--- src/rtl/core/aldg_pkg.sv ---
package aldg_pkg;

  // key store geometry
  localparam int unsigned MAX_KEY   = 4096;
  localparam int unsigned KEY_AW    = $clog2(MAX_KEY);
  localparam int unsigned KPOS_W    = KEY_AW + 1;
  localparam int unsigned MEM_DEPTH = 2 * MAX_KEY;

  // command queue between front and back
  localparam int unsigned CQ_DEPTH  = 4;
  localparam int unsigned CQ_AW     = $clog2(CQ_DEPTH);

  // input op codes
  localparam logic [1:0] OP_CHAR = 2'd0;
  localparam logic [1:0] OP_EOL  = 2'd1;
  localparam logic [1:0] OP_EOI  = 2'd2;

  // output modes
  localparam logic [2:0] MODE_COUNT  = 3'd1;
  localparam logic [2:0] MODE_ALLREP = 3'd2;
  localparam logic [2:0] MODE_REP    = 3'd3;
  localparam logic [2:0] MODE_UNIQ   = 3'd4;

  // register indexes
  localparam logic [2:0] REG_FIELDS = 3'd0;
  localparam logic [2:0] REG_CHARS  = 3'd1;
  localparam logic [2:0] REG_LIMIT  = 3'd2;
  localparam logic [2:0] REG_FOLD   = 3'd3;
  localparam logic [2:0] REG_MODE   = 3'd4;

  localparam logic [7:0]  SPACE_CHAR = 8'h20;
  localparam logic [31:0] COUNT_MAX  = 32'hFFFF_FFFF;

  typedef enum logic [1:0] {
    CMD_KEY = 2'd0,
    CMD_EOL = 2'd1,
    CMD_EOI = 2'd2
  } cmd_kind_e;

  typedef struct packed {
    logic [1:0] op;
    logic [7:0] char_code;
  } in_item_t;

  typedef struct packed {
    logic [31:0] group_count;
    logic [31:0] copies;
    logic        show_count;
    logic [31:0] first_line;
    logic        key_truncated;
  } out_item_t;

  typedef struct packed {
    logic [7:0]  fields_to_skip;
    logic [15:0] chars_to_skip;
    logic [12:0] key_limit;
    logic        fold_case;
    logic [2:0]  out_mode;
  } cfg_t;

  typedef struct packed {
    cmd_kind_e         kind;
    logic [KPOS_W-1:0] pos;
    logic [7:0]        char_code;
    logic              trunc;
  } cmd_t;

  function automatic logic [7:0] fold_char(logic en, logic [7:0] c);
    if (en && c >= 8'h41 && c <= 8'h5A) begin
      return c + 8'h20;
    end
    return c;
  endfunction

endpackage

--- src/rtl/core/aldg_cmdq.sv ---
module aldg_cmdq (
  input  logic           clk_i,
  input  logic           rst_ni,
  input  logic           wr_valid_i,
  output logic           wr_ready_o,
  input  aldg_pkg::cmd_t wr_cmd_i,
  output logic           rd_valid_o,
  input  logic           rd_pop_i,
  output aldg_pkg::cmd_t rd_cmd_o
);
  import aldg_pkg::*;

  cmd_t            ent_q [CQ_DEPTH];
  logic [CQ_AW-1:0] wp_q, rp_q;
  logic [CQ_AW:0]   cnt_q;
  logic             wr, rd;

  assign wr_ready_o = cnt_q != (CQ_AW+1)'(CQ_DEPTH);
  assign rd_valid_o = cnt_q != '0;
  assign rd_cmd_o   = ent_q[rp_q];
  assign wr = wr_valid_i && wr_ready_o;
  assign rd = rd_pop_i && rd_valid_o;

  // entry storage
  always_ff @(posedge clk_i) begin
    if (wr) begin
      ent_q[wp_q] <= wr_cmd_i;
    end
  end

  // pointers
  always_ff @(posedge clk_i or negedge rst_ni) begin
    if (!rst_ni) begin
      wp_q <= '0; rp_q <= '0; cnt_q <= '0;
    end else begin
      if (wr) wp_q <= wp_q + CQ_AW'(1);
      if (rd) rp_q <= rp_q + CQ_AW'(1);
      cnt_q <= cnt_q + (CQ_AW+1)'(wr) - (CQ_AW+1)'(rd);
    end
  end

endmodule

--- config.mk ---
export PLATFORM = sky130hd
export DESIGN_NAME = aldg_cmdq
export DESIGN_NICKNAME = d
export VERILOG_FILES = /design/src/rtl/core/aldg_pkg.sv /design/src/rtl/core/aldg_cmdq.sv
export SDC_FILE = /design/constraint.sdc
export NUM_CORES = 1
export LEC_CHECK = 0
export BUFFER_PORTS_ARGS = -buffer_cell sky130_fd_sc_hd__buf_2
export CORE_MARGIN = 2
export CORE_UTILIZATION = 45
export CTS_BUF_LIST = sky130_fd_sc_hd__clkbuf_16
export CTS_CLUSTER_SIZE = 12
export DETAILED_ROUTE_END_ITERATION = 12
export HOLD_SLACK_MARGIN = 0.08
export PLACE_DENSITY_LB_ADDON = 0.05
export RECOVER_POWER = 50
export SLEW_MARGIN = 20
export SYNTH_ARGS = -nofsm -noshare
export SYNTH_HDL_FRONTEND = slang
export SYNTH_SLANG_ARGS = --single-unit
export TNS_END_PERCENT = 100
--- constraint.sdc ---
create_clock -name clk_i -period 4.6 [get_ports clk_i]
set_clock_uncertainty 0.15 [all_clocks]
set_input_delay 0.46 -clock clk_i [delete_from_list [all_inputs] [get_ports clk_i]]
set_output_delay 0.46 -clock clk_i [all_outputs]
set_load 0.005 [all_outputs]
==> impl_metrics.tcl <==
set metrics [dict create \
    max_freq_mhz 316.6 \
    start_util 0.4606 \
    maxSlewViolCount 52 \
    dp_hpwl_um 3912 \
    post_cts_buffers 0 \
    synthCells 167 \
    die_y_um 98.02 \
    grt_antenna_before_repair 0 \
    async_flop_share 0.06796 \
    synth.most_common_cell "edfxtp_1" \
    rows 34 \
    n_antenna_cell 0 \
    cp_slowest_stage_delay_ns 1.37 \
    fin_crit_sh 0.6866 \
    dr_wl_met2_um 3446 \
    cts.htree.levels 3 \
    rsz0062_at_grt "no" \
    ys_top_cells_by_area "edfxtp_1 72%, mux4_2 10%, dfrtp_1 4.4%, mux4_1 4.0%, ha_1 1.9%" \
    cts_tree "yes" \
    crit_family "flip-flops" \
    cp-start-kind "flop" \
    drt_iter0_markers 43 \
    whs_endpoint "ent_q[1][16]$_DFFE_PP_" \
    cap_violations 2 \
    cp_cell_sequence "mux4_1, buf_2" \
    synthesis.area_um2 3978 \
    cts.sinks 103 \
    synth_top_area_share 0.7248 \
    highest_layer "met4" \
    crit_fanout 26 \
    violations "capacitance limit, slew limit" \
    ios 54 \
    ctsResizeCount 0 \
    place_inst 326 \
    pwr_density_cell_nw_per_um2 606.2 \
    avgRoutedWirePerCell_um 18.48 \
    dp_worst_setup_slack_ns 2.142 \
    die_x_um 98.02 \
    setup-violations-final 0 \
    hold_depth 1 \
    setup-tns-final_ns 0 \
    ir_drop_mv 0.2739 \
    num_vias 1794 \
    fp.coreArea_um2 8636 \
    syn-num-nets 202 \
    detail_route.vias_per_cell 5.246 \
    final_cells 342 \
    layout.nets 265 \
    first_pass_iters 4 \
    wirelength_um 6321 \
    grt_pass1_vias 1960 \
    final.fill_count 714 \
    slew_headroom -0.02234 \
    period_minus_slack_ns 3.158 \
    critPathKind "flop to output pin" \
    synth-edff-count 96 \
    clockBufferDepth 2 \
    clock_latency_ns 0.33 \
    synth_ff_type "edfxtp_1" \
    drive_gt1_frac 0.2735 \
    detail-route-antenna-nets 0 \
    synth_top_cells_by_count "96 x edfxtp_1, 18 x mux4_2, 7 x dfrtp_1" \
    met3_length_um 282 \
    grtUsageTotal 0.1429 \
    routedLengthMet1_um 2514 \
    grt_pass1_wl_um 10120 \
    ys_seq_area_frac 0.7688 \
    io_buffers 53 \
    grt_overflow 0 \
    synth.avg_cell_area_um2 23.82 \
    arrival_ns 2.55 \
    r2r_end "cnt_q[2]$_DFF_PN0_" \
    reg2reg_depth 9 \
    syn_to_final_growth_pct 15.10 \
    crit_slowest_cell "dfrtp_1" \
    ys_types 21 \
    hold_start "wr_cmd_i[16]" \
    tightest_slew_ns 1.534 \
    fin_ws_ns 1.442 \
    cp.required_ns 3.99 \
    endpoint_kind "output pin" \
    cp_num_buf_inv 1 \
    postCtsHoldBufs 1 \
    synth_top_area_cell "edfxtp_1" \
    rrSetupSlack_ns 1.90 \
    grt_max_degree 27 \
    status "complete, but fails checks" \
    clockRootBuffer "clkbuf_16" \
    numCtsBuffers 9 \
    worstReg2RegStart "cnt_q[1]$_DFF_PN0_" \
    power.leakage_nw 1.560 \
    drc_errors 0 \
    yosys_warnings 0 \
    hold_class "input pin to flop" \
    fp.dieArea_um2 9607 \
    place_congestion 0.7193 \
    ys_ff_latch 103 \
    path_depth 2 \
    final_hold_viol_count 0 \
    clk_pin_slew_ns 0.06 \
]
-- report_power, final --
| part | total, mW | internal [mW] | switching [mW] |
|---|---|---|---|
| clock network | 0.662 | 0.361 | 0.301 |
| logic | 0.691 | 0.401 | 0.290 |
| registers | 1.42 | 1.24 | 0.178 |
| total | 2.78 | 2.01 | 0.769 |
-- state kept, by name, summed over array words and instances (netlist names) --
signal,count
cnt_q,3
ent_q,96
rp_q,2
wp_q,2
-- worst register-to-register path: stages, from the launching register on --
cell,delay [ns]
dfrtp_1,0.47
nor3b_1,0.65
nand2b_1,0.20
ha_1,0.23
inv_1,0.05
ha_1,0.13
inv_1,0.05
fa_1,0.37
xnor2_1,0.19
xnor2_1,0.14
-- worst max path at each step --
stage	from	endpoint	slack, ns
6_report	rp_q[0]$_DFFE_PN0P_	rd_cmd_o[4]	1.44
5_1_grt	rp_q[0]$_DFFE_PN0P_	rd_cmd_o[4]	1.19
4_1_cts	rp_q[0]$_DFFE_PN0P_	rd_cmd_o[4]	1.84
3_5_place_dp	cnt_q[1]$_DFF_PN0_	cnt_q[2]$_DFF_PN0_	2.14
3_3_place_gp	rp_q[0]$_DFFE_PN0P_	rd_cmd_o[4]	2.24
2_1_floorplan	cnt_q[1]$_DFF_PN0_	cnt_q[2]$_DFF_PN0_	2.35
-- cell usage in the layout, fill, tap and decap left out, drive strengths merged, types with 2 or more instances in the layout --
cell / count
inv: 7
clkinvlp: 3
nand2b: 4
ha: 6
edfxtp: 96
dfrtp: 7
o211ai: 2
xnor2: 3
clkbuf: 35
mux4: 24
clkinv: 2
and3b: 4
buf: 31
nand4bb: 2
-- stage by stage --
| step | utilization | hold WS [ns] | cell area (um2) | power [mW] |
|---|---|---|---|---|
| CTS | 0.5349 | 0.1765 | 4619 | 2.836 |
| finish | 0.5301 | 0.2293 | 4578 | 2.775 |
| detailed placement | 0.5030 | 0.1576 | 4344 | 2.169 |
| global route | 0.5301 | 0.2304 | 4578 | 2.943 |
| floorplan | - | 0.01441 | 3978 | 1.898 |
| global placement | 0.5029 | 0.1525 | 4343 | 2.138 |
-- cell type report --
type | count | area [um2] | area share
repair buffers | 58 | 270.3 | 0.05903
multi-input cells | 52 | 825.8 | 0.1804
inverters | 6 | 22.52 | 0.004919
clock inverters | 6 | 40.04 | 0.008746
clock buffers | 9 | 225.2 | 0.04919
flip-flops and latches | 103 | 3059 | 0.6682
well taps | 108 | 135.1 | 0.02952
-- logic make-up (layout without fill, tap and decap cells) --
| logic type | after synthesis | count (layout) | share of synthesized area |
|---|---|---|---|
| buffers and inverters | 12 | 79 | 0.02233 |
| multiplexers | 24 | 24 | 0.1416 |
| adder cells (fa/ha/maj) | 7 | 7 | 0.02391 |
| AND/OR/NAND/NOR | 13 | 13 | 0.02642 |
| flip-flops | 103 | 103 | 0.7688 |
| AO/OA/AOI/OAI | 4 | 4 | 0.008178 |
| XOR/XNOR | 4 | 4 | 0.008809 |
-- per-layer routing --
metal / global-route usage / vias up
li1: - / 818
met1: 0.1631 / 935
met2: 0.2534 / 36
met3: 0.04295 / 5
met4: 0.05449 / 0
met5: 0 / -
Note: power is estimated with default switching activity, not from simulation.
