===== src/rtl/core/aldg_pkg.sv =====
package aldg_pkg;

  // key store geometry
  localparam int unsigned MAX_KEY   = 4096;
  localparam int unsigned KEY_AW    = $clog2(MAX_KEY);
  localparam int unsigned KPOS_W    = KEY_AW + 1;
  localparam int unsigned MEM_DEPTH = 2 * MAX_KEY;

  // command queue between front and back
  localparam int unsigned CQ_DEPTH  = 4;
  localparam int unsigned CQ_AW     = $clog2(CQ_DEPTH);

  // input op codes
  localparam logic [1:0] OP_CHAR = 2'd0;
  localparam logic [1:0] OP_EOL  = 2'd1;
  localparam logic [1:0] OP_EOI  = 2'd2;

  // output modes
  localparam logic [2:0] MODE_COUNT  = 3'd1;
  localparam logic [2:0] MODE_ALLREP = 3'd2;
  localparam logic [2:0] MODE_REP    = 3'd3;
  localparam logic [2:0] MODE_UNIQ   = 3'd4;

  // register indexes
  localparam logic [2:0] REG_FIELDS = 3'd0;
  localparam logic [2:0] REG_CHARS  = 3'd1;
  localparam logic [2:0] REG_LIMIT  = 3'd2;
  localparam logic [2:0] REG_FOLD   = 3'd3;
  localparam logic [2:0] REG_MODE   = 3'd4;

  localparam logic [7:0]  SPACE_CHAR = 8'h20;
  localparam logic [31:0] COUNT_MAX  = 32'hFFFF_FFFF;

  typedef enum logic [1:0] {
    CMD_KEY = 2'd0,
    CMD_EOL = 2'd1,
    CMD_EOI = 2'd2
  } cmd_kind_e;

  typedef struct packed {
    logic [1:0] op;
    logic [7:0] char_code;
  } in_item_t;

  typedef struct packed {
    logic [31:0] group_count;
    logic [31:0] copies;
    logic        show_count;
    logic [31:0] first_line;
    logic        key_truncated;
  } out_item_t;

  typedef struct packed {
    logic [7:0]  fields_to_skip;
    logic [15:0] chars_to_skip;
    logic [12:0] key_limit;
    logic        fold_case;
    logic [2:0]  out_mode;
  } cfg_t;

  typedef struct packed {
    cmd_kind_e         kind;
    logic [KPOS_W-1:0] pos;
    logic [7:0]        char_code;
    logic              trunc;
  } cmd_t;

  function automatic logic [7:0] fold_char(logic en, logic [7:0] c);
    if (en && c >= 8'h41 && c <= 8'h5A) begin
      return c + 8'h20;
    end
    return c;
  endfunction

endpackage


===== src/rtl/core/aldg_front.sv =====
module aldg_front (
  input  logic              clk_i,
  input  logic              rst_ni,
  input  aldg_pkg::cfg_t    cfg_i,
  input  logic              push,
  output logic              full,
  input  aldg_pkg::in_item_t in_item_i,
  output logic              cmd_valid_o,
  input  logic              cmd_ready_i,
  output aldg_pkg::cmd_t    cmd_o
);
  import aldg_pkg::*;

  logic [7:0]        fs_q, fs_d;
  logic              inw_q, inw_d;
  logic [15:0]       cs_q, cs_d;
  logic [KPOS_W-1:0] kp_q, kp_d;
  logic              tr_q, tr_d;
  logic              acc;
  logic              to_chars, to_key, in_window;
  logic [7:0]        fs_inc;

  assign full = !cmd_ready_i;
  assign acc  = push && cmd_ready_i;
  assign fs_inc = fs_q + 8'd1;
  assign in_window = (cfg_i.key_limit == '0) || (kp_q < cfg_i.key_limit);

  // classify one item
  always_comb begin
    fs_d = fs_q; inw_d = inw_q; cs_d = cs_q; kp_d = kp_q; tr_d = tr_q;
    to_chars = 1'b0; to_key = 1'b0;
    cmd_valid_o = 1'b0;
    cmd_o.kind = CMD_KEY;
    cmd_o.pos = kp_q;
    cmd_o.char_code = in_item_i.char_code;
    cmd_o.trunc = tr_q;
    case (in_item_i.op)
      OP_CHAR: begin
        // field skipping
        if (fs_q < cfg_i.fields_to_skip) begin
          if (in_item_i.char_code > SPACE_CHAR) begin
            inw_d = 1'b1;
          end else if (inw_q) begin
            inw_d = 1'b0;
            fs_d = fs_inc;
            to_chars = !(fs_inc < cfg_i.fields_to_skip);
          end
        end else begin
          to_chars = 1'b1;
        end
        // char skipping
        if (to_chars) begin
          if (cs_q < cfg_i.chars_to_skip) begin
            cs_d = cs_q + 16'd1;
          end else begin
            to_key = 1'b1;
          end
        end
        // key byte
        if (to_key && in_window) begin
          if (kp_q >= KPOS_W'(MAX_KEY)) begin
            tr_d = 1'b1;
          end else begin
            cmd_valid_o = push;
            kp_d = kp_q + KPOS_W'(1);
          end
        end
      end
      OP_EOL: begin
        cmd_valid_o = push;
        cmd_o.kind = CMD_EOL;
        fs_d = '0; inw_d = 1'b0; cs_d = '0; kp_d = '0; tr_d = 1'b0;
      end
      OP_EOI: begin
        cmd_valid_o = push;
        cmd_o.kind = CMD_EOI;
        fs_d = '0; inw_d = 1'b0; cs_d = '0; kp_d = '0; tr_d = 1'b0;
      end
      default: begin
      end
    endcase
  end

  // line state
  always_ff @(posedge clk_i or negedge rst_ni) begin
    if (!rst_ni) begin
      fs_q <= '0; inw_q <= 1'b0; cs_q <= '0; kp_q <= '0; tr_q <= 1'b0;
    end else if (acc) begin
      fs_q <= fs_d; inw_q <= inw_d; cs_q <= cs_d; kp_q <= kp_d; tr_q <= tr_d;
    end
  end

endmodule


===== config.mk =====
export PLATFORM = sky130hd
export DESIGN_NAME = aldg_front
export DESIGN_NICKNAME = d
export VERILOG_FILES = /design/src/rtl/core/aldg_pkg.sv /design/src/rtl/core/aldg_front.sv
export SDC_FILE = /design/constraint.sdc
export NUM_CORES = 1
export LEC_CHECK = 0
export ABC_AREA = 1
export BUFFER_PORTS_ARGS = -buffer_cell sky130_fd_sc_hd__buf_2
export CAP_MARGIN = 5
export CORE_MARGIN = 10
export CORE_UTILIZATION = 56
export CTS_CLUSTER_DIAMETER = 30
export CTS_CLUSTER_SIZE = 24
export DETAILED_ROUTE_END_ITERATION = 7
export PLACE_DENSITY_LB_ADDON = 0.12
export SLEW_MARGIN = 10
export SYNTH_ARGS = -nofsm -noshare
export SYNTH_HDL_FRONTEND = slang
export SYNTH_SLANG_ARGS = --single-unit

===== constraint.sdc =====
create_clock -name clk_i -period 3 [get_ports clk_i]
set_clock_uncertainty 0.2 [all_clocks]
set_input_delay 0.6 -clock clk_i [delete_from_list [all_inputs] [get_ports clk_i]]
set_output_delay 0.6 -clock clk_i [all_outputs]
set_load 0.005 [all_outputs]

==> results.yml, run 1 <==
timing:
  layout_setup_ws_ns: -0.354
  worst_pin_slew_ns: 0.908
  final_max_slew_viol_count: 0
  fin_crit_ns: 3.35
  setup_violations: 1
  rsz0062_at_grt: "true"
  setup_tns_ns: -0.354
  hold_violations: 0
  fmax_ghz: 0.298
  fin_crit_sh_pct: 112
  relSlewSlack_pct: 39.4
clock_network:
  cts_tree: "built"
  cts.clk_slew.worst_paths_ns: 0.08
  cts-root-buf: "clkbuf_8"
  clockBufferDepth: 2
  htreeDepth: 2
  insertion_delay_ns: 0.29
  cts_sinks: 39
  holdBufCountCts: 0
  numCtsBuffers: 5
synth:
  synth_fa_ha_area_share_pct: 16.5
  synth_area_sq_um: 3720
  synthXorXnorAreaFrac_pct: 4.24
  synth_top_family_by_area: "simple AND/OR/NAND/NOR gates"
  ys_types: 36
  synthSimpleGateAreaFrac_pct: 32.8
  syn_nets: 645
  yosys-top-cells-count: "nand2_1 (160), inv_1 (79), ha_1 (49), nor2_1 (49), dfrtp_1 (39)"
  synth_area_leaders: "dfrtp_1 (26%), ha_1 (16%), nand2_1 (16%)"
  synthArstFlopShare_pct: 100
  netlist_instances: 541
  yosys-mux-area-fraction_pct: 0
  synth.top_cell.area_share_pct: 26.2
  synthFlopType: "dfrtp_1"
  synth_compound_area_share_pct: 8.04
  yosys_register_bits: 39
  synth.most_common_cell: "nand2_1"
  synth_warnings: 0
  yosysTopAreaCell: "dfrtp_1"
  synth_enable_flop_cells: 0
  syn-mean-instance-area_sq_um: 6.88
  ys_seq_area_share_pct: 26.2
status:
  violations: "setup timing"
  status: "finished with violations"
global_route:
  grt-ovfl-total: 0
  track_usage_pct: 17.7
  grt_pass1_vias: 3552
  grt_pass1_wl_um: 15400
  grt_max_degree: 40
  antenna_found_initial: 0
detailed_routing:
  drt-total-wl_um: 9110
  viasPerCell: 5.23
  antenna_left: 0
  drcViolationCount: 0
  drt_first_pass_iters: 4
  drtIter0Drc: 184
  wl_per_cell_um: 13.0
  vias: 3656
power_and_ir_drop:
  power.leakage_nw: 2.46
  pwr_density_cell_nw_per_um2: 342
  vdd_drop_max_mv: 0.224
place:
  placed_cell_area_sq_um: 4170
  port_buffers: 76
  place_congestion: 0.830
  dp_hpwl_um: 7110
critical_path:
  critical-path-slowest-cell: "dfrtp_1"
  crit_path_cell_trace: "nand3_2, buf_4, buf_4, nor2_1, nor2_1, nor2_1, ha_1, a21oi_1, o21a_1, nand2_1, nand2_1, nand2_1, nand3_2, nor2_2, o21a_1, buf_2"
  critical_path_arrival_ns: 2.55
  cp-end-kind: "output pin"
  cp_slowest_stage_delay_ns: 0.39
  crit_fanout: 3
  reg2reg_slack_ns: 0.19
  path_class: "flop to output pin"
  critPathLaunchType: "flop"
  cp.required_ns: 2.20
cells_and_area:
  insertedDiodeCount: 0
  nFillCells: 585
  syn_to_final_growth_pct: 16.2
  final_nets: 725
  fin_area_sq_um: 4320
  fin_util_pct: 67.7
  drive_gt1_share_pct: 19.6
floorplan:
  core_region_area_sq_um: 6390
  die_w_um: 102
  die_h_um: 102
  die_area_sq_um: 10300
  rows: 29
  initial_utilization_pct: 58.2
  ioPinCount: 81
run:
  drv_cap: 0
min_path:
  min_path_type: "input port to async pin"
[cells in the final DEF (no fill, tap or decap), types with 10 or more instances in the layout]
master | Yosys | routed
nand3_1 | 18 | 17
o21ai_0 | 17 | 17
nor3_1 | 10 | 10
inv_1 | 79 | 79
xor2_1 | 15 | 15
nor2_1 | 49 | 48
nand4_1 | 21 | 21
ha_1 | 49 | 48
nand2_1 | 160 | 159
buf_2 | 1 | 76
a21oi_1 | 25 | 25
buf_4 | 11 | 17
dfrtp_1 | 39 | 39
[worst max-delay path: cells and delay by family (launching register included)]
family                   cells  cell delay, ns
adder cells (fa/ha/maj)      1            0.27
buffers and inverters        3            0.40
AO/OA/AOI/OAI                3            0.50
AND/OR/NAND/NOR              9            0.72
flip-flops                   1            0.39
[timing repair]
item                                   4_1_cts  5_1_grt
pin swaps                                    5        4
resized for setup                            4        3
gates cloned                                 0        1
endpoints found under the hold margin        0        0
buffers inserted                             1        1
setup endpoints to repair                    1       14
[cells by family (layout without fill, tap and decap cells)]
kind of cell	after synthesis	count (layout)
flops	39	39
fa+ha+maj	49	49
compound gates	55	55
xor+xnor	18	18
buf+inv	103	183
simple gates	277	278
[per-stage QoR]
step	std cells	total power, W	worst slack, ns	hold slack, ns
2_1_floorplan	541	0.000921	0.185	0.104
3_3_place_gp	688	0.00106	0.0177	0.257
3_5_place_dp	688	0.00108	-0.0343	0.257
4_1_cts	697	0.00148	-0.333	0.260
5_1_grt	699	0.00160	-0.496	0.299
6_report	699	0.00148	-0.354	0.224
[metal layers]
metal	part of all wire, %	up-vias	global-route usage [%]
met3	7.5	7	3.68
li1	-	1890	-
met2	47	96	30.4
met4	0.94	0	4.61
met5	0	-	0
met1	44	1663	21.9
[flip-flops by register name, summed over array words and instances, names as in the netlist]
| register | flops |
|---|---|
| inw_q | 1 |
| cs_q | 16 |
| kp_q | 13 |
| fs_q | 8 |
| tr_q | 1 |
[power breakdown]
group          leakage, nW  internal (W)  switching [W]
logic                 1.88      0.000195       0.000257
registers            0.531      0.000573      0.0000588
clock network       0.0515      0.000210       0.000184
[final timing paths]
check	start	cells after the start	end
max in group asynchronous	rst_ni	1	cs_q[2]
min	rst_ni	1	cs_q[8]
min reg2reg	tr_q	2	tr_q
min in group clk_i	tr_q	2	tr_q
max reg2reg	fs_q[0]	18	kp_q[4]
max	fs_q[1]	16	cmd_valid_o
[cell type report]
type	instances	area, sq um	area share, %
Clock buffer	8	100	2.32
Inverter	82	310	7.18
Sequential cell	39	976	22.6
Tap cell	77	96.3	2.23
Timing Repair Buffer	93	508	11.8
Multi-Input combinational cell	400	2330	54.0
Power figures use the tool's default switching activity.
==> run 2, diff against run 1 <==
Settings changed: ABC_AREA 1 to not set, BUFFER_PORTS_ARGS -buffer_cell sky130_fd_sc_hd__buf_2 to -buffer_cell sky130_fd_sc_hd__clkbuf_2, CORE_UTILIZATION 56 to 55, PLACE_DENSITY set to 0.92, PLACE_DENSITY_LB_ADDON 0.12 to not set.
==> run 2 against run 1 <==
Against the previous run: largest power group is now combinational cells; setup slack got worse by 0.20 ns; critical path depth fell by 6; the run still ends with setup timing left; fmax down 5.6%; critical path type unchanged.
==> results.yml, run 2 <==
status:
  status: "finished with violations"
  violations: "setup timing"
cells_and_area:
  final_common_cell: "clkbuf_2"
  top_register: "cs_q"
  drive_gt1_share_pct: 39.1
  insertedDiodeCount: 0
  largest_registers: "cs_q: 16 flops, kp_q: 13 flops, fs_q: 8 flops"
  final_nets: 656
  mostFrequentLayoutCells: "clkbuf_2 (75), buf_4 (69), inv_1 (46), ha_1 (44), nand2_1 (42)"
  largest_reg_flops: 16
  syn_to_final_growth_pct: 38.8
  layoutNonFillerInstCount: 627
timing:
  hold_violations: 0
  fin_crit_sh_pct: 118
  fin_crit_ns: 3.55
  rsz0062_at_grt: "true"
  relSlewSlack_pct: 65.8
  setup_violations: 35
  worst_pin_slew_ns: 0.507
  fmax_ghz: 0.281
  layout_setup_ws_ns: -0.554
  final_max_slew_viol_count: 0
  holdWs_ns: 0.151
synth:
  syn_nets: 517
  synth_area_sq_um: 3470
  ys_types: 49
  synth.most_common_cell: "inv_1"
  synth_enable_flop_cells: 0
  ys_seq_area_share_pct: 28.1
  syn-mean-instance-area_sq_um: 8.41
  synthFlopType: "dfrtp_1"
  synth_area_leaders: "dfrtp_1 (28%), ha_1 (18%), inv_1 (5.4%)"
  synth_warnings: 0
  yosysTopAreaCell: "dfrtp_1"
  synth.top_cell.area_share_pct: 28.1
  yosys-top-cells-count: "inv_1 (50), ha_1 (49), nand2_1 (43)"
  netlist_instances: 413
  synthArstFlopShare_pct: 100
  yosys_register_bits: 39
critical_path:
  crit_fanout: 2
  path_class: "flop to output pin"
  critPathLaunchType: "flop"
  path_delay_family: "compound AO/OA/AOI/OAI gates"
  crit_buf_inv: 1
  critical-path-slowest-cell: "dfrtp_1"
  critical_path_arrival_ns: 2.75
  cp_slowest_stage_delay_ns: 0.47
  cp.required_ns: 2.20
  cp-end-kind: "output pin"
  crit_path_cell_trace: "ha_4, and3_4, a221oi_2, a21boi_2, o21ai_2, a22o_1, nor3_2, a21oi_2, nor3b_2, buf_2"
detailed_routing:
  wl_per_cell_um: 21.7
  viasPerCell: 6.56
  dr_wl_met3_um: 1390
  antenna_left: 0
  vias: 4113
  drt-total-wl_um: 13600
  drt_first_pass_iters: 6
  met1Wirelength_um: 4390
  drtIter0Drc: 503
  wl_met2_um: 6650
  maxUsedRoutingLayer: "met4"
  drcViolationCount: 0
place:
  placed_cells: 603
  dp_slack_ns: -0.533
  dp_hpwl_um: 7950
  place_congestion: 0.894
  port_buffers: 76
clock_network:
  htreeDepth: 2
  numCtsBuffers: 5
  insertion_delay_ns: 0.31
  cts_sinks: 39
  cts.clk_slew.worst_paths_ns: 0.09
  clockBufferDepth: 2
  cts-root-buf: "clkbuf_8"
  cts_tree: "built"
floorplan:
  core_region_area_sq_um: 6030
  initial_utilization_pct: 57.6
  die_h_um: 99.5
  die_area_sq_um: 9890
  ioPinCount: 81
  die_w_um: 99.5
  rows: 28
power_and_ir_drop:
  vdd_drop_max_mv: 0.355
  power.leakage_nw: 2.52
  pwr_density_cell_nw_per_um2: 597
min_path:
  min_path_type: "input port to async pin"
global_route:
  track_usage_pct: 25.1
  grt_pass1_wl_um: 20600
  grt-ovfl-total: 0
  antenna_found_initial: 0
  grt_pass1_vias: 4251
  grt_max_degree: 40
run:
  drv_cap: 0
[run 2: changes by cell type after synthesis, sizes merged, moves of 7 or more]
cell	before	now
nand2	162	43
and3	0	16
xor2	15	1
mux2i	0	7
nor2	50	16
a211o	0	11
a21o	0	11
a21oi	25	13
nand4	21	5
inv	82	50
[run 2: final cells by class]
cell class,count,area (sq um)
clock inverter,1,30.0
fill,313,1200
inverter,50,188
multi-input combinational,302,2420
sequential,39,976
tap,75,93.8
clock buffer,6,72.6
timing repair buffer,154,1040
[run 2: cells by family after synthesis]
logic type	Yosys count	share of synthesized area (%)
AO/OA/AOI/OAI	87	17.2
XOR/XNOR	6	1.51
adder cells (fa/ha/maj)	49	17.7
buffers and inverters	72	9.30
flip-flops	39	28.1
multiplexers	11	3.32
AND/OR/NAND/NOR	149	22.9
[run 2: path summary, 6_finish.rpt]
path,start,endpoint,slack (ns),cells past startpoint
worst max-delay path,kp_q[7],cmd_valid_o,-0.55,10
worst min-delay path,rst_ni,kp_q[7],0.15,2
worst max register to register,kp_q[7],kp_q[5],-0.24,11
worst min register to register,tr_q,tr_q,0.32,1
max in group asynchronous,rst_ni,kp_q[6],2.08,2
min in group clk_i,tr_q,tr_q,0.32,1
[run 2: repair_timing]
item / CTS / global route
hold buffers: 0 / 0
pin swaps: 19 / 11
endpoints found under the setup margin: 30 / 30
resized for setup: 43 / 13
setup buffers: 13 / 4
gates cloned: 1 / 1
[run 2: power breakdown]
part           total, W  switching [W]  internal [W]
clock network  0.000441       0.000197      0.000244
logic           0.00162       0.000843      0.000776
registers      0.000819       0.000160      0.000659
total           0.00288        0.00120       0.00168
[run 2: stage by stage]
stage / setup TNS, ns / power, W / utilization, % / instance area (sq um)
2_1_floorplan: 0 / 0.00151 / - / 3510
3_3_place_gp: -3.32 / 0.00196 / 71.6 / 4320
3_5_place_dp: -6.58 / 0.00207 / 71.6 / 4320
4_1_cts: -1.38 / 0.00267 / 78.3 / 4720
5_1_grt: -10.54 / 0.00304 / 80.0 / 4820
6_report: -5.52 / 0.00288 / 80.0 / 4820
[run 2: worst reg2reg max path: stages (launching register included)]
cell      delay, ns
dfrtp_1        0.47
ha_4           0.28
and3_4         0.17
a221oi_2       0.28
a21boi_2       0.24
o21ai_2        0.10
a22o_1         0.27
buf_4          0.15
o21ba_4        0.24
buf_12         0.15
or4_4          0.52
nand3_2        0.09
[run 2: metal layers]
layer | vias to the layer above | global-route usage, %
li1 | 1757 | -
met1 | 1877 | 25.2
met2 | 357 | 44.7
met3 | 122 | 5.88
met4 | 0 | 17.9
met5 | - | 0
==> run 3, diff against run 2 <==
Settings changed: CELL_PAD_IN_SITES_DETAIL_PLACEMENT set to 1, CELL_PAD_IN_SITES_GLOBAL_PLACEMENT set to 2, CORE_UTILIZATION 55 to 32.
==> run 3 against run 2 <==
Against the previous run: the flow still finishes with violations (setup timing); critical path depth increased by 3; design area is 4.7% higher; count of clock-buffer cells in the layout did not move; sequential cell count is the same.
==> results.yml, run 3 (same netlist as run 2, synthesis figures left out) <==
status:
  status: "finished with violations"
  violations: "setup timing"
place:
  port_buffers: 76
  placed_cells: 674
  placed_cell_area_sq_um: 4470
  dp_slack_ns: -0.566
  place_congestion: 0.806
  dp_hpwl_um: 8920
critical_path:
  cp-end-kind: "output pin"
  reg2reg_slack_ns: -0.45
  path_class: "flop to output pin"
  critical-path-slowest-cell: "dfrtp_1"
  critical_path_arrival_ns: 2.79
  rr_startpoint: "fs_q[0]"
  cp.required_ns: 2.20
  critPathLaunchType: "flop"
  reg2reg_to: "cs_q[9]"
  crit_path_cell_trace: "and3_1, nand3_2, nor3_2, xnor2_1, ha_1, nand3_1, nor2_2, o2bb2ai_2, nor2_2, nor3_2, a21oi_2, nor3b_2, buf_2"
  r2r_cells: 16
  cp_slowest_stage_delay_ns: 0.42
  crit_fanout: 4
cells_and_area:
  fin_area_sq_um: 5050
  drive_gt1_share_pct: 41.3
  insertedDiodeCount: 0
  top_register: "cs_q"
  layoutNonFillerInstCount: 708
  largest_reg_flops: 16
  largest_registers: "cs_q: 16 flops, kp_q: 13 flops, fs_q: 8 flops"
  final_common_cell: "buf_4"
  syn_to_final_growth_pct: 45.4
  final_nets: 675
  mostFrequentLayoutCells: "buf_4 (82), clkbuf_2 (75), inv_1 (47), ha_1 (46), nand2_1 (40)"
timing:
  setup_tns_ns: -8.90
  fin_crit_sh_pct: 120
  final_max_slew_viol_count: 0
  layout_setup_ws_ns: -0.591
  fin_crit_ns: 3.59
  setup_violations: 30
  fmax_ghz: 0.278
  rsz0062_at_grt: "true"
  relSlewSlack_pct: 59.7
  worst_pin_slew_ns: 0.603
  hold_violations: 0
detailed_routing:
  drt-total-wl_um: 12600
  drtIter0Drc: 185
  antenna_left: 0
  drt_first_pass_iters: 4
  wl_per_cell_um: 17.8
  vias: 3739
  drcViolationCount: 0
  viasPerCell: 5.28
power_and_ir_drop:
  vdd_drop_max_mv: 0.266
  pwr_density_cell_nw_per_um2: 556
  power.leakage_nw: 2.60
  power.total_w: 0.00281
floorplan:
  die_w_um: 124
  core_region_area_sq_um: 10500
  ioPinCount: 81
  rows: 37
  initial_utilization_pct: 33.2
  die_area_sq_um: 15400
  die_h_um: 124
clock_network:
  cts_tree: "built"
  numCtsBuffers: 5
  cts_sinks: 39
  clockBufferDepth: 2
  htreeDepth: 2
  cts-root-buf: "clkbuf_8"
  insertion_delay_ns: 0.30
  holdBufCountCts: 0
  cts.clk_slew.worst_paths_ns: 0.08
global_route:
  track_usage_pct: 15.6
  grt-ovfl-total: 0
  grt_max_degree: 40
  antenna_found_initial: 0
  grt_pass1_wl_um: 19600
  grt_pass1_vias: 4044
run:
  drv_cap: 0
min_path:
  min_path_type: "input port to async pin"
run 3: cell count changes in the layout (fill, tap and decap cells not counted), sizes merged:
cell      before  now
clkinvlp       0    1
buf           78   98
bufinv         1    0
clkinv         0    1
clkbuf        82   81
run 3: stage by stage:
stage / utilization [%] / hold slack [ns]
finish: 48.3 / 0.160
detailed placement: 42.7 / 0.319
floorplan: - / 0.104
global placement: 42.7 / 0.313
global route: 48.3 / 0.204
CTS: 46.9 / 0.185
run 3: layer usage:
metal | share of wire [%] | track usage, %
met2 | 53 | 28.9
met5 | 0 | 0
met3 | 3.9 | 1.86
met4 | 2.4 | 5.25
met1 | 40 | 17.9
run 3: how the worst max path moves through the flow:
| stage | from | to | slack [ns] | cells after the start |
|---|---|---|---|---|
| CTS | fs_q[0] | cmd_valid_o | -0.54 | 13 |
| floorplan | cfg_i[12] | cmd_valid_o | 0.006 | 10 |
| finish | fs_q[0] | cmd_valid_o | -0.59 | 13 |
| global route | fs_q[1] | cmd_valid_o | -0.79 | 13 |
| detailed placement | cfg_i[12] | cmd_valid_o | -0.57 | 12 |
| global placement | cfg_i[32] | cmd_valid_o | -0.45 | 12 |
run 3: worst max-delay path: cells and delay by family, from the launching register on:
| family | cells | cell delay, ns |
|---|---|---|
| and+or+nand+nor | 8 | 1.27 |
| AOI/OAI and AO/OA | 2 | 0.23 |
| xor gates and xnor gates | 1 | 0.12 |
| buffers and inverters | 1 | 0.14 |
| DFF | 1 | 0.42 |
| adders and majority gates | 1 | 0.32 |
run 3: layout make-up:
cell class	count	area (sq um)
fill	1264	5410
clock inverter	2	12.5
multi-input combinational	302	2440
tap	136	170
inverter	50	188
sequential	39	977
clock buffer	6	72.6
timing repair buffer	173	1190
run 3: timing repair:
action                                  in CTS  in global routing
cloned                                       2                  0
setup buffers                               20                  7
resized for setup                           51                 21
pin swaps                                   35                 18
endpoints found under the setup margin      30                 36
run 3: where the power goes:
group	internal [W]	switching, W	total, W
clock	0.000163	0.000198	0.000361
combinational	0.000845	0.000808	0.00165
sequential	0.000661	0.000132	0.000793
